`config.mk`:
```
export PLATFORM = sky130hd
export DESIGN_NAME = array_deque_with_search_unit
export DESIGN_NICKNAME = d
export VERILOG_FILES = /design/src/rtl/core/adsu_pkg.sv /design/src/rtl/core/adsu_cell.sv /design/src/rtl/core/array_deque_with_search_unit.sv
export SDC_FILE = /design/constraint.sdc
export NUM_CORES = 2
export LEC_CHECK = 0
export BUFFER_PORTS_ARGS = -buffer_cell sky130_fd_sc_hd__buf_2
export CAP_MARGIN = 20
export CELL_PAD_IN_SITES_DETAIL_PLACEMENT = 0
export CELL_PAD_IN_SITES_GLOBAL_PLACEMENT = 1
export CORE_ASPECT_RATIO = 1.75
export CORE_MARGIN = 1
export CORE_UTILIZATION = 30
export CTS_BUF_LIST = sky130_fd_sc_hd__clkbuf_16
export CTS_CLUSTER_DIAMETER = 40
export DETAILED_ROUTE_END_ITERATION = 8
export PLACE_DENSITY_LB_ADDON = 0.1
export SLEW_MARGIN = 0
export SYNTH_ARGS = -nofsm -noshare
export SYNTH_HDL_FRONTEND = slang
export SYNTH_SLANG_ARGS = --single-unit
```
`constraint.sdc`:
```
create_clock -name clk_i -period 6.32 [get_ports clk_i]
set_clock_uncertainty 0.1 [all_clocks]
set_input_delay 1.264 -clock clk_i [delete_from_list [all_inputs] [get_ports clk_i]]
set_output_delay 1.264 -clock clk_i [all_outputs]
set_load 0.01 [all_outputs]
```
`src/rtl/core/adsu_pkg.sv`:
```
// Shared types and codes for the array deque with search unit.
`default_nettype none

package adsu_pkg;

  // Request action codes
  localparam logic [2:0] ACT_PUSH_FRONT = 3'd0;
  localparam logic [2:0] ACT_PUSH_BACK  = 3'd1;
  localparam logic [2:0] ACT_POP_FRONT  = 3'd2;
  localparam logic [2:0] ACT_POP_BACK   = 3'd3;
  localparam logic [2:0] ACT_COUNT      = 3'd4;
  localparam logic [2:0] ACT_FIND       = 3'd5;
  localparam logic [2:0] ACT_READ       = 3'd6;

  // Result status codes
  localparam logic [1:0] STS_OK        = 2'd0;
  localparam logic [1:0] STS_FULL      = 2'd1;
  localparam logic [1:0] STS_EMPTY     = 2'd2;
  localparam logic [1:0] STS_NOT_FOUND = 2'd3;

  typedef struct packed {
    logic [2:0]         action;
    logic signed [31:0] value;
    logic [3:0]         index;
  } adsu_req_t;

  typedef struct packed {
    logic signed [31:0] data;
    logic               found;
    logic [1:0]         status;
    logic [4:0]         occupancy;
  } adsu_res_t;

  // Controls broadcast to every cell of the chain
  typedef struct packed {
    logic shift_up;    // take left neighbor's entry (insert at front)
    logic shift_down;  // take right neighbor's entry (remove front)
    logic capture;     // latch compare result against the request word
    logic scan;        // pass match bits one cell toward the head
  } adsu_ctrl_t;

endpackage : adsu_pkg

`default_nettype wire

```
`src/rtl/core/adsu_cell.sv`:
```
// One storage cell of the deque chain: entry register, comparator, match bit.
`default_nettype none

module adsu_cell #(
  parameter int WORD_BITS = 32
) (
  input  wire logic                   clk_i,
  input  wire logic                   rst_ni,
  input  wire adsu_pkg::adsu_ctrl_t   ctrl_i,
  input  wire logic                   load_i,
  input  wire logic                   in_range_i,
  input  wire logic [WORD_BITS-1:0]   word_i,
  input  wire logic [WORD_BITS-1:0]   prev_entry_i,
  input  wire logic [WORD_BITS-1:0]   next_entry_i,
  input  wire logic                   next_match_i,
  output logic      [WORD_BITS-1:0]   entry_o,
  output logic                        match_o
);
  import adsu_pkg::*;

  logic [WORD_BITS-1:0] entry_d, entry_q;
  logic                 match_d, match_q;

  always_comb begin
    entry_d = entry_q;
    if (load_i) begin
      entry_d = word_i;
    end else if (ctrl_i.shift_up) begin
      entry_d = prev_entry_i;
    end else if (ctrl_i.shift_down) begin
      entry_d = next_entry_i;
    end
  end

  always_comb begin
    match_d = match_q;
    if (ctrl_i.capture) begin
      match_d = in_range_i && (entry_q == word_i);
    end else if (ctrl_i.scan) begin
      match_d = next_match_i;
    end
  end

  always_ff @(posedge clk_i) begin
    entry_q <= entry_d;
  end

  always_ff @(posedge clk_i or negedge rst_ni) begin
    if (!rst_ni) begin
      match_q <= 1'b0;
    end else begin
      match_q <= match_d;
    end
  end

  assign entry_o = entry_q;
  assign match_o = match_q;

endmodule : adsu_cell

`default_nettype wire

```
`src/rtl/core/array_deque_with_search_unit.sv`:
```
// Top level of the array deque with search: cell chain plus request sequencer.
//
//   channel   | handshake           | payload
//   ----------+---------------------+--------------------------------------
//   request   | start / busy        | req_i : adsu_req_t (action,value,index)
//   result    | done_o (1-cycle)    | res_o : adsu_res_t (data,found,status,
//             |                     |         occupancy)
//
// A request is taken on a clock edge with start high and busy low.
// Push, pop and read requests finish in the accepting cycle; their result
// shows on the next cycle and a new request may be taken in that same cycle.
// Count and find on a non-empty deque: every cell compares in the
// accepting cycle, then the match bits march toward the head of the chain,
// one cell per cycle, and the head bit is tallied; busy is high meanwhile.
// Reset clears the occupancy and the sequencer; entries hold no reset value.
// done_o is a one-cycle strobe with no back-pressure.
`default_nettype none

module array_deque_with_search_unit #(
  parameter int DEPTH     = 16,
  parameter int WORD_BITS = 32
) (
  input  wire logic                clk_i,
  input  wire logic                rst_ni,
  input  wire logic                start,
  output logic                     busy,
  input  wire adsu_pkg::adsu_req_t req_i,
  output logic                     done_o,
  output adsu_pkg::adsu_res_t      res_o
);
  import adsu_pkg::*;

  localparam int CNT_W    = $clog2(DEPTH + 1);
  localparam int IDX_W    = $clog2(DEPTH);
  localparam int RD_CELLS = (DEPTH < 16) ? DEPTH : 16;  // reachable by a 4-bit index

  localparam logic ST_IDLE = 1'b0;
  localparam logic ST_SCAN = 1'b1;

  logic             state_d, state_q;
  logic [CNT_W-1:0] count_d, count_q;
  logic [CNT_W-1:0] acc_d, acc_q;        // running match tally
  logic [IDX_W-1:0] pos_d, pos_q;        // chain position at the head
  logic             hit_d, hit_q;
  logic [IDX_W-1:0] hit_idx_d, hit_idx_q;
  logic             is_find_d, is_find_q;
  adsu_res_t        res_d, res_q;
  logic             res_valid_d, res_valid_q;

  logic                 accept;
  logic                 push_back_go;
  adsu_ctrl_t           ctrl;
  logic [WORD_BITS-1:0] word;
  logic [WORD_BITS-1:0] entry [DEPTH];
  logic [DEPTH-1:0]     match;
  logic [DEPTH-1:0]     load_vec;
  logic [DEPTH-1:0]     in_range;
  logic [WORD_BITS-1:0] rd_entry;
  logic                 rd_ok;
  logic                 full;
  logic                 empty;

  assign accept = start && (state_q == ST_IDLE);
  assign busy   = (state_q == ST_SCAN);
  assign full   = (count_q == CNT_W'(DEPTH));
  assign empty  = (count_q == '0);

  // Request value, sign-extended or truncated to the stored word width
  assign word = WORD_BITS'(req_i.value);

  // ---------------------------------------------------------------------------
  // Cell chain
  // ---------------------------------------------------------------------------
  for (genvar i = 0; i < DEPTH; i++) begin : g_cell
    logic [WORD_BITS-1:0] prev_entry;
    logic [WORD_BITS-1:0] next_entry;
    logic                 next_match;

    if (i == 0) begin : g_head
      assign prev_entry = word;            // insert at front lands here
    end else begin : g_body
      assign prev_entry = entry[i-1];
    end

    if (i == DEPTH - 1) begin : g_tail
      assign next_entry = entry[i];
      assign next_match = 1'b0;
    end else begin : g_mid
      assign next_entry = entry[i+1];
      assign next_match = match[i+1];
    end

    assign load_vec[i] = push_back_go && (count_q == CNT_W'(i));
    assign in_range[i] = (CNT_W'(i) < count_q);

    adsu_cell #(
      .WORD_BITS(WORD_BITS)
    ) u_cell (
      .clk_i       (clk_i),
      .rst_ni      (rst_ni),
      .ctrl_i      (ctrl),
      .load_i      (load_vec[i]),
      .in_range_i  (in_range[i]),
      .word_i      (word),
      .prev_entry_i(prev_entry),
      .next_entry_i(next_entry),
      .next_match_i(next_match),
      .entry_o     (entry[i]),
      .match_o     (match[i])
    );
  end

  // Read port: only the first sixteen cells are addressable
  always_comb begin
    rd_entry = '0;
    for (int k = 0; k < RD_CELLS; k++) begin
      if (req_i.index == 4'(k)) begin
        rd_entry = entry[k];
      end
    end
  end

  assign rd_ok = (9'(req_i.index) < 9'(count_q));

  // ---------------------------------------------------------------------------
  // Sequencer
  // ---------------------------------------------------------------------------
  always_comb begin
    state_d      = state_q;
    count_d      = count_q;
    acc_d        = acc_q;
    pos_d        = pos_q;
    hit_d        = hit_q;
    hit_idx_d    = hit_idx_q;
    is_find_d    = is_find_q;
    res_d        = res_q;
    res_valid_d  = 1'b0;
    ctrl         = '0;
    push_back_go = 1'b0;

    case (state_q)
      ST_IDLE: begin
        if (accept) begin
          res_d       = '0;
          res_valid_d = 1'b1;
          case (req_i.action)
            ACT_PUSH_FRONT: begin
              if (full) begin
                res_d.status = STS_FULL;
              end else begin
                ctrl.shift_up = 1'b1;
                count_d       = count_q + CNT_W'(1);
              end
            end
            ACT_PUSH_BACK: begin
              if (full) begin
                res_d.status = STS_FULL;
              end else begin
                push_back_go = 1'b1;
                count_d      = count_q + CNT_W'(1);
              end
            end
            ACT_POP_FRONT: begin
              if (empty) begin
                res_d.status = STS_EMPTY;
              end else begin
                ctrl.shift_down = 1'b1;
                count_d         = count_q - CNT_W'(1);
              end
            end
            ACT_POP_BACK: begin
              if (empty) begin
                res_d.status = STS_EMPTY;
              end else begin
                count_d = count_q - CNT_W'(1);
              end
            end
            ACT_COUNT, ACT_FIND: begin
              if (empty) begin
                // nothing stored: count is zero, find misses
                if (req_i.action == ACT_FIND) begin
                  res_d.status = STS_NOT_FOUND;
                end
              end else begin
                ctrl.capture = 1'b1;
                res_valid_d  = 1'b0;
                state_d      = ST_SCAN;
                acc_d        = '0;
                pos_d        = '0;
                hit_d        = 1'b0;
                hit_idx_d    = '0;
                is_find_d    = (req_i.action == ACT_FIND);
              end
            end
            ACT_READ: begin
              if (rd_ok) begin
                res_d.data  = 32'(rd_entry);
                res_d.found = 1'b1;
              end else begin
                res_d.status = STS_NOT_FOUND;
              end
            end
            default: begin
              // unused code: no change, all-zero result but for the occupancy
            end
          endcase
          res_d.occupancy = 5'(count_d);
        end
      end

      ST_SCAN: begin
        // head cell shows the match bit of position pos_q
        ctrl.scan = 1'b1;
        acc_d     = acc_q + CNT_W'(match[0]);
        if (match[0] && !hit_q) begin
          hit_d     = 1'b1;
          hit_idx_d = pos_q;
        end
        pos_d = pos_q + IDX_W'(1);
        if (CNT_W'(pos_q) + CNT_W'(1) == count_q) begin
          state_d         = ST_IDLE;
          res_valid_d     = 1'b1;
          res_d           = '0;
          res_d.occupancy = 5'(count_q);
          if (is_find_q) begin
            if (hit_d) begin
              res_d.data  = 32'(hit_idx_d);
              res_d.found = 1'b1;
            end else begin
              res_d.status = STS_NOT_FOUND;
            end
          end else begin
            res_d.data = 32'(acc_d);
          end
        end
      end

      default: begin
        state_d = ST_IDLE;
      end
    endcase
  end

  always_ff @(posedge clk_i or negedge rst_ni) begin
    if (!rst_ni) begin
      state_q     <= ST_IDLE;
      count_q     <= '0;
      res_valid_q <= 1'b0;
    end else begin
      state_q     <= state_d;
      count_q     <= count_d;
      res_valid_q <= res_valid_d;
    end
  end

  always_ff @(posedge clk_i) begin
    acc_q     <= acc_d;
    pos_q     <= pos_d;
    hit_q     <= hit_d;
    hit_idx_q <= hit_idx_d;
    is_find_q <= is_find_d;
    res_q     <= res_d;
  end

  assign done_o = res_valid_q;
  assign res_o  = res_q;

endmodule : array_deque_with_search_unit

`default_nettype wire

```
# Word-level counts from Yosys, hierarchy flattened
# Cells that the tools add are included.
# classes
addsub,5
magnitude_cmp,17
n_eq_ne,58
muxes,148
bitwise,2
reduce_logical,62
# ops
operator,count
$mux 32,64
$eq 32x32->1,16
$mux 40,2
$pmux 40 s2,1
$mux 33,2
$mux 1,53
$reduce_bool 3->1,15
$eq 5x4->1 const B,8
$lt 4x5->1 const A,8
$logic_and 1x1->1,34
$eq 4x4->1 const B,8
$mux 5,6
$eq 5x3->1 const B,4
$lt 3x5->1 const A,4
$pmux 5 s2,2
$eq 4x3->1 const B,4
$mux 4,4
$pmux 4 s2,2
$eq 5x2->1 const B,2
$lt 1x5->1 const A,2
$lt 2x5->1 const A,2
$mux 2,5
$eq 3x3->1 const B,3
$mux 3,3
27 further kinds,38
# word_totals
reg_bits,590
in_bits,42
output_inout_bits,42
elab_cells,336

# Depth between registers and ports, before layout
# depth
ltp_word,21
ltp_mapped,11
mapped_depth_nobuf,7

# By module
# Synthesis repeated with hierarchy kept, for this count alone.
# hier_totals
hier_cells,3986
area_unflattened_um2,40573.9
# by_module_without_submodules
module,n_inst,cells_per_inst,area_per_inst_um2
adsu_cell,16,187,2018.2
array_deque_with_search_unit,1,994,8282.9

# Worst setup path before layout
# OpenSTA, ideal clock, no wires.
# synth_timing
kind,input port to flip-flop
from,input port req_i[38] (netlist name)
to,"register g_cell[14].u_cell.entry_q[0], enable pin"
setup_ns,0.466
arrival_time_ns,4.579
required_time_ns,5.754
setup_slack_ns,1.176
cell_stages,6
path_buffers,2
cell_sequence,clkbuf_1 > nor2_1 > o311a_1 > nand2_1 > clkbuf_1 > o21ai_0
# synth_via
elab_chain_cells,6
elab_cells_between_ends,12
classes_between,eq/ne: 2; mux: 7; reduce/logical: 3
# synth_rtl
element,line,rtl
"start, declared",array_deque_with_search_unit.sv:27,"input wire adsu_pkg::adsu_req_t req_i,"
$eq 3x1->1,array_deque_with_search_unit.sv:146,case (req_i.action)
$mux 1,array_deque_with_search_unit.sv:146,
$mux 1,array_deque_with_search_unit.sv:143,if (accept) begin
$mux 1,array_deque_with_search_unit.sv:141,case (state_q)
$logic_and 1x1->1,array_deque_with_search_unit.sv:93,assign load_vec[i] = push_back_go && (count_q == CNT_W'(i));
$reduce_bool 3->1 (no line) *,--,
"end signal, assigned",adsu_cell.sv:45,entry_q <= entry_d;
"end, declared",adsu_cell.sv:21,"logic [WORD_BITS-1:0] entry_d, entry_q;"
# Mark *: on every way between the ends. The rest lies on a longest branch, timed or not.
# A chain may end at the register's enable or synchronous reset.

# Worst setup path after layout
# layout_timing
from,register count_q[1]
to,"register g_cell[3].u_cell.entry_q[13], enable pin"
# layout_via
elab_chain_cells,7
elab_cells_between_ends,14
classes_between,eq/ne: 2; mux: 9; reduce/logical: 3
# layout_rtl
element,line,rtl
"start, declared",array_deque_with_search_unit.sv:41,"logic [CNT_W-1:0] count_d, count_q;"
"start signal, assigned",array_deque_with_search_unit.sv:251,count_q <= count_d;
$eq 5x5->1,array_deque_with_search_unit.sv:65,assign full = (count_q == CNT_W'(DEPTH));
$mux 1,"array_deque_with_search_unit.sv:148, array_deque_with_search_unit.sv:156",
$mux 1,array_deque_with_search_unit.sv:146,
$mux 1,array_deque_with_search_unit.sv:143,
$mux 1,array_deque_with_search_unit.sv:141,
$logic_and 1x1->1,array_deque_with_search_unit.sv:93,
$reduce_bool 3->1 (no line) *,--,
"end signal, assigned",adsu_cell.sv:45,
"end, declared",adsu_cell.sv:21,
# Marked as above.

==> run summary <==
### Cells and area
• 4,056 — Nets
• 13,600 — fill cell total of the finished layout
• 46,400 um^2 — fin area
• 21,000 um^2 — area occupied by multi-input gates
• 15.4% — Area Growth Syn to Fin
• 17,600 um^2 — combined flip-flop and latch cell area
• 34.9% — Post-Route Utilization
• 15.0% — fraction of layout instances using a drive strength above 1

### Route
• 227,000 um — wire length after detailed routing
• 0 — remaining antenna violation count
• 5.90 — via/cell ratio
• 0 — drc violations
• 34,800 — routed via count
• 3,951 — initial detailed-routing violation count
• 6 — iteration count of the initial detailed-routing pass
• 38.4 um — average wire per standard cell

### Clock tree
• 590 — total number of clock tree sinks
• sky130_fd_sc_hd__clkbuf_16 — root buf cell
• 109 — TritonCTS Buffers
• 0.05 ns — post-CTS clock slew at the launch and capture registers of the worst setup and hold paths
• 3 — CTS H-tree lvls
• 0.73 ns — insertion delay to the later sink of the worst-skew pair
• 0 — Resize count post-CTS
• built — CTS tree
• 3 — Max Buffers Root-to-Sink
• 0 — post-CTS repair timing setup buffer count
• 0 — hold buffer count at cts

### Logic synthesis
• 4,077 — cell count after synthesis
• 9.87 um^2 — mean post-synth cell area
• 40,200 um^2 — area of the mapped netlist
• 4,130 — post-synthesis net count
• 3.90% — post-synthesis async set-or-reset flop share
• 43.7% — portion of the post-synthesis area used by sequential elements
• 75 — count of different cell masters after synthesis
• 0 — Yosys Warn Count
• sky130_fd_sc_hd__edfxtp_1 — prevailing post-synth register cell
• 590 — post-synthesis sequential element count
• 567 — number of enable flip-flop cells after synthesis

### Global routing
• 33,700 — via count of the first global-routing pass
• 32.9% — global routing usage summed across all routing layers
• 103 — pin count of the biggest net entering global routing
• 17 — number of antenna violations at the first check in global routing
• 0 — overflow left after global routing
• 305,000 um — first-pass GRT wire length

### Critical path
• 6.42 ns — CP Data Required Time
• 4.32 ns — worst endpoint data arrival time
• register — kind of end point of the critical path
• register to register — Crit Path Category
• count_q[1] — startpoint of the worst-slack reg-to-reg timing path
• count_q[1] — CP Launch Point
• 32 — maximum net fanout on the critical path
• register — startpoint types

### Timing
• 1.25 ns — Worst Tran Pin Value
• 16.0% — tightest slew margin relative to the limit
• 0 — count of endpoints failing setup in the final report
• 4.22 ns — final critical delay including setup and external delays
• 0 ns — Fin Setup TNS
• 0 — Final Max Tran Viols
• 237 MHz — Max Clock Freq
• no — unrepaired setup endpoints after global routing
• 0 — final number of hold-violating endpoints
• 66.7% — final clock period utilization by the worst path

### Placed design
• 170,000 um — placed wire-length estimate
• 42,600 um^2 — placement-stage cell area
• 0.971 — routability congestion estimate from global placement
• 83 — # port buffers

### Floorplanning
• 84 — I/O pin total
• 30.2% — Initial Util
• 136,000 um^2 — area of the die
• 133,000 um^2 — core region area
• 177 — total number of placement rows
• 487 um — Die Y
• 279 um — die width

### Min path
• register to register — classification of the worst-slack hold path
• g_cell[12].u_cell.match_o — launch instance of the worst min-delay path

### Power
• 14.9 nW — Leakage
• 0.000214 V — Max IR drop VDD
• 313 nW/um^2 — cell area power density

### Flow run
• 0 — max capacitance violation total

### Status
• complete, no violations — result of the run

[cells in the final DEF, fill, tap and decap left out, types with 13 or more instances in the layout]
| master | synthesis | routed |
|---|---|---|
| sky130_fd_sc_hd__a211oi_1 | 31 | 28 |
| sky130_fd_sc_hd__a21oi_1 | 446 | 443 |
| sky130_fd_sc_hd__a221oi_1 | 14 | 14 |
| sky130_fd_sc_hd__a22oi_1 | 31 | 31 |
| sky130_fd_sc_hd__a31oi_1 | 78 | 78 |
| sky130_fd_sc_hd__buf_2 | 88 | 81 |
| sky130_fd_sc_hd__buf_4 | 29 | 152 |
| sky130_fd_sc_hd__bufinv_16 | 0 | 18 |
| sky130_fd_sc_hd__clkbuf_16 | 0 | 111 |
| sky130_fd_sc_hd__clkinv_2 | 0 | 14 |
| sky130_fd_sc_hd__clkinvlp_4 | 0 | 15 |
| sky130_fd_sc_hd__dfrtp_1 | 23 | 23 |
| sky130_fd_sc_hd__diode_2 | 0 | 28 |
| sky130_fd_sc_hd__edfxtp_1 | 567 | 567 |
| sky130_fd_sc_hd__inv_1 | 14 | 21 |
| sky130_fd_sc_hd__mux2_2 | 117 | 117 |
| sky130_fd_sc_hd__mux2i_1 | 304 | 304 |
| sky130_fd_sc_hd__mux4_2 | 18 | 18 |
| sky130_fd_sc_hd__nand2_1 | 218 | 212 |
| sky130_fd_sc_hd__nand2b_1 | 14 | 14 |
| sky130_fd_sc_hd__nand3_1 | 28 | 17 |
| sky130_fd_sc_hd__nand4_1 | 113 | 113 |
| sky130_fd_sc_hd__nor2_1 | 455 | 455 |
| sky130_fd_sc_hd__nor2b_1 | 18 | 17 |
| sky130_fd_sc_hd__nor3_1 | 47 | 46 |
| sky130_fd_sc_hd__nor4_1 | 45 | 44 |
| sky130_fd_sc_hd__o21ai_0 | 92 | 88 |
| sky130_fd_sc_hd__o221ai_1 | 13 | 13 |
| sky130_fd_sc_hd__o22a_1 | 111 | 111 |
| sky130_fd_sc_hd__o22ai_1 | 148 | 148 |
| sky130_fd_sc_hd__xnor2_1 | 410 | 410 |
| sky130_fd_sc_hd__xor2_1 | 112 | 112 |
[Yosys cell counts (all sizes together), types with 23 or more instances]
cell    number  area, um^2
a21oi      447        2240
xnor2      410        3590
a31oi       78         488
nor3        47         235
nor2       456        1720
nand3       28         140
nand4      113         707
clkbuf     253         951
a211oi      31         233
dfrtp       23         576
nand2      218         818
a22oi       31         233
o21ai       94         470
nor4        46         303
xor2       112         981
mux2i      304        3040
edfxtp     567       17000
mux2       119        1340
o22ai      148         926
o22a       111         972
buf        175         876
[final timing paths]
path	end	slack [ns]	depth (start not counted)
max	g_cell[3].u_cell.entry_o[13]	2.10	7
min	g_cell[11].u_cell.match_o	0.40	1
max reg2reg	g_cell[3].u_cell.entry_o[13]	2.10	7
min reg2reg	g_cell[11].u_cell.match_o	0.40	1
max in group asynchronous	g_cell[0].u_cell.match_o	5.12	1
min in group asynchronous	g_cell[5].u_cell.match_o	0.52	1
[critical path, cell delays in order (launching register included)]
cell and delay (ns):
sky130_fd_sc_hd__dfrtp_1 0.52, sky130_fd_sc_hd__inv_1 0.30, sky130_fd_sc_hd__ha_1 0.26, sky130_fd_sc_hd__or4b_1 0.65
sky130_fd_sc_hd__nand2_1 0.33, sky130_fd_sc_hd__a21oi_1 0.14, sky130_fd_sc_hd__nand2_1 0.56, sky130_fd_sc_hd__nand2_2 0.76
[cell families after synthesis]
kind of cell / synth area share (%)
adder cells (fa/ha/maj): 0.342
multiplexers: 11.9
buffers and inverters: 4.69
AND/OR/NAND/NOR: 11.2
flip-flops: 43.7
AO/OA/AOI/OAI: 16.8
XOR/XNOR: 11.4
[metrics by stage]
step,power (mW),hold WS [ns],setup WS (ns),std cells
after detailed placement,8.32,0.394,1.58,5681
final,14.6,0.404,2.10,5909
after global placement,8.32,0.388,0.968,5677
after CTS,14.6,0.408,2.11,5880
after global routing,14.9,0.442,1.90,5907
after floorplan,6.76,0.360,1.18,4077
[sequential cells by signal, indices dropped and copies added (netlist names)]
register	cells
hit_q	1
g_cell.u_cell.entry_o	512
res_o	40
hit_idx_q	4
pos_q	4
count_q	5
done_o	1
acc_q	5
is_find_q	1
g_cell.u_cell.match_o	16
busy	1
[power by group]
group,switching [mW],total [mW],internal (mW)
Clock,2.33,6.25,3.93
Combinational,2.02,2.95,0.929
Sequential,0.562,5.35,4.79
[routing by layer]
layer  vias up  part of all wire, %  GRT usage (%)
met5         -                0.013              0
met4         6                   10           30.0
met3       510                  5.2           3.60
met2      1682                   48           54.9
met1     17600                   36           36.7
li1      15000                    -              -
[area by class of cell]
class,instances,share of cell area (%)
diodes,28,0.151
clock buffers,111,5.98
clock inverters,88,2.12
inverters,16,0.129
multi-input cells,3043,45.2
flip-flops and latches,590,37.9
well taps,1790,4.82
repair buffers,243,3.73
Note: power is estimated with default switching activity, not from simulation.
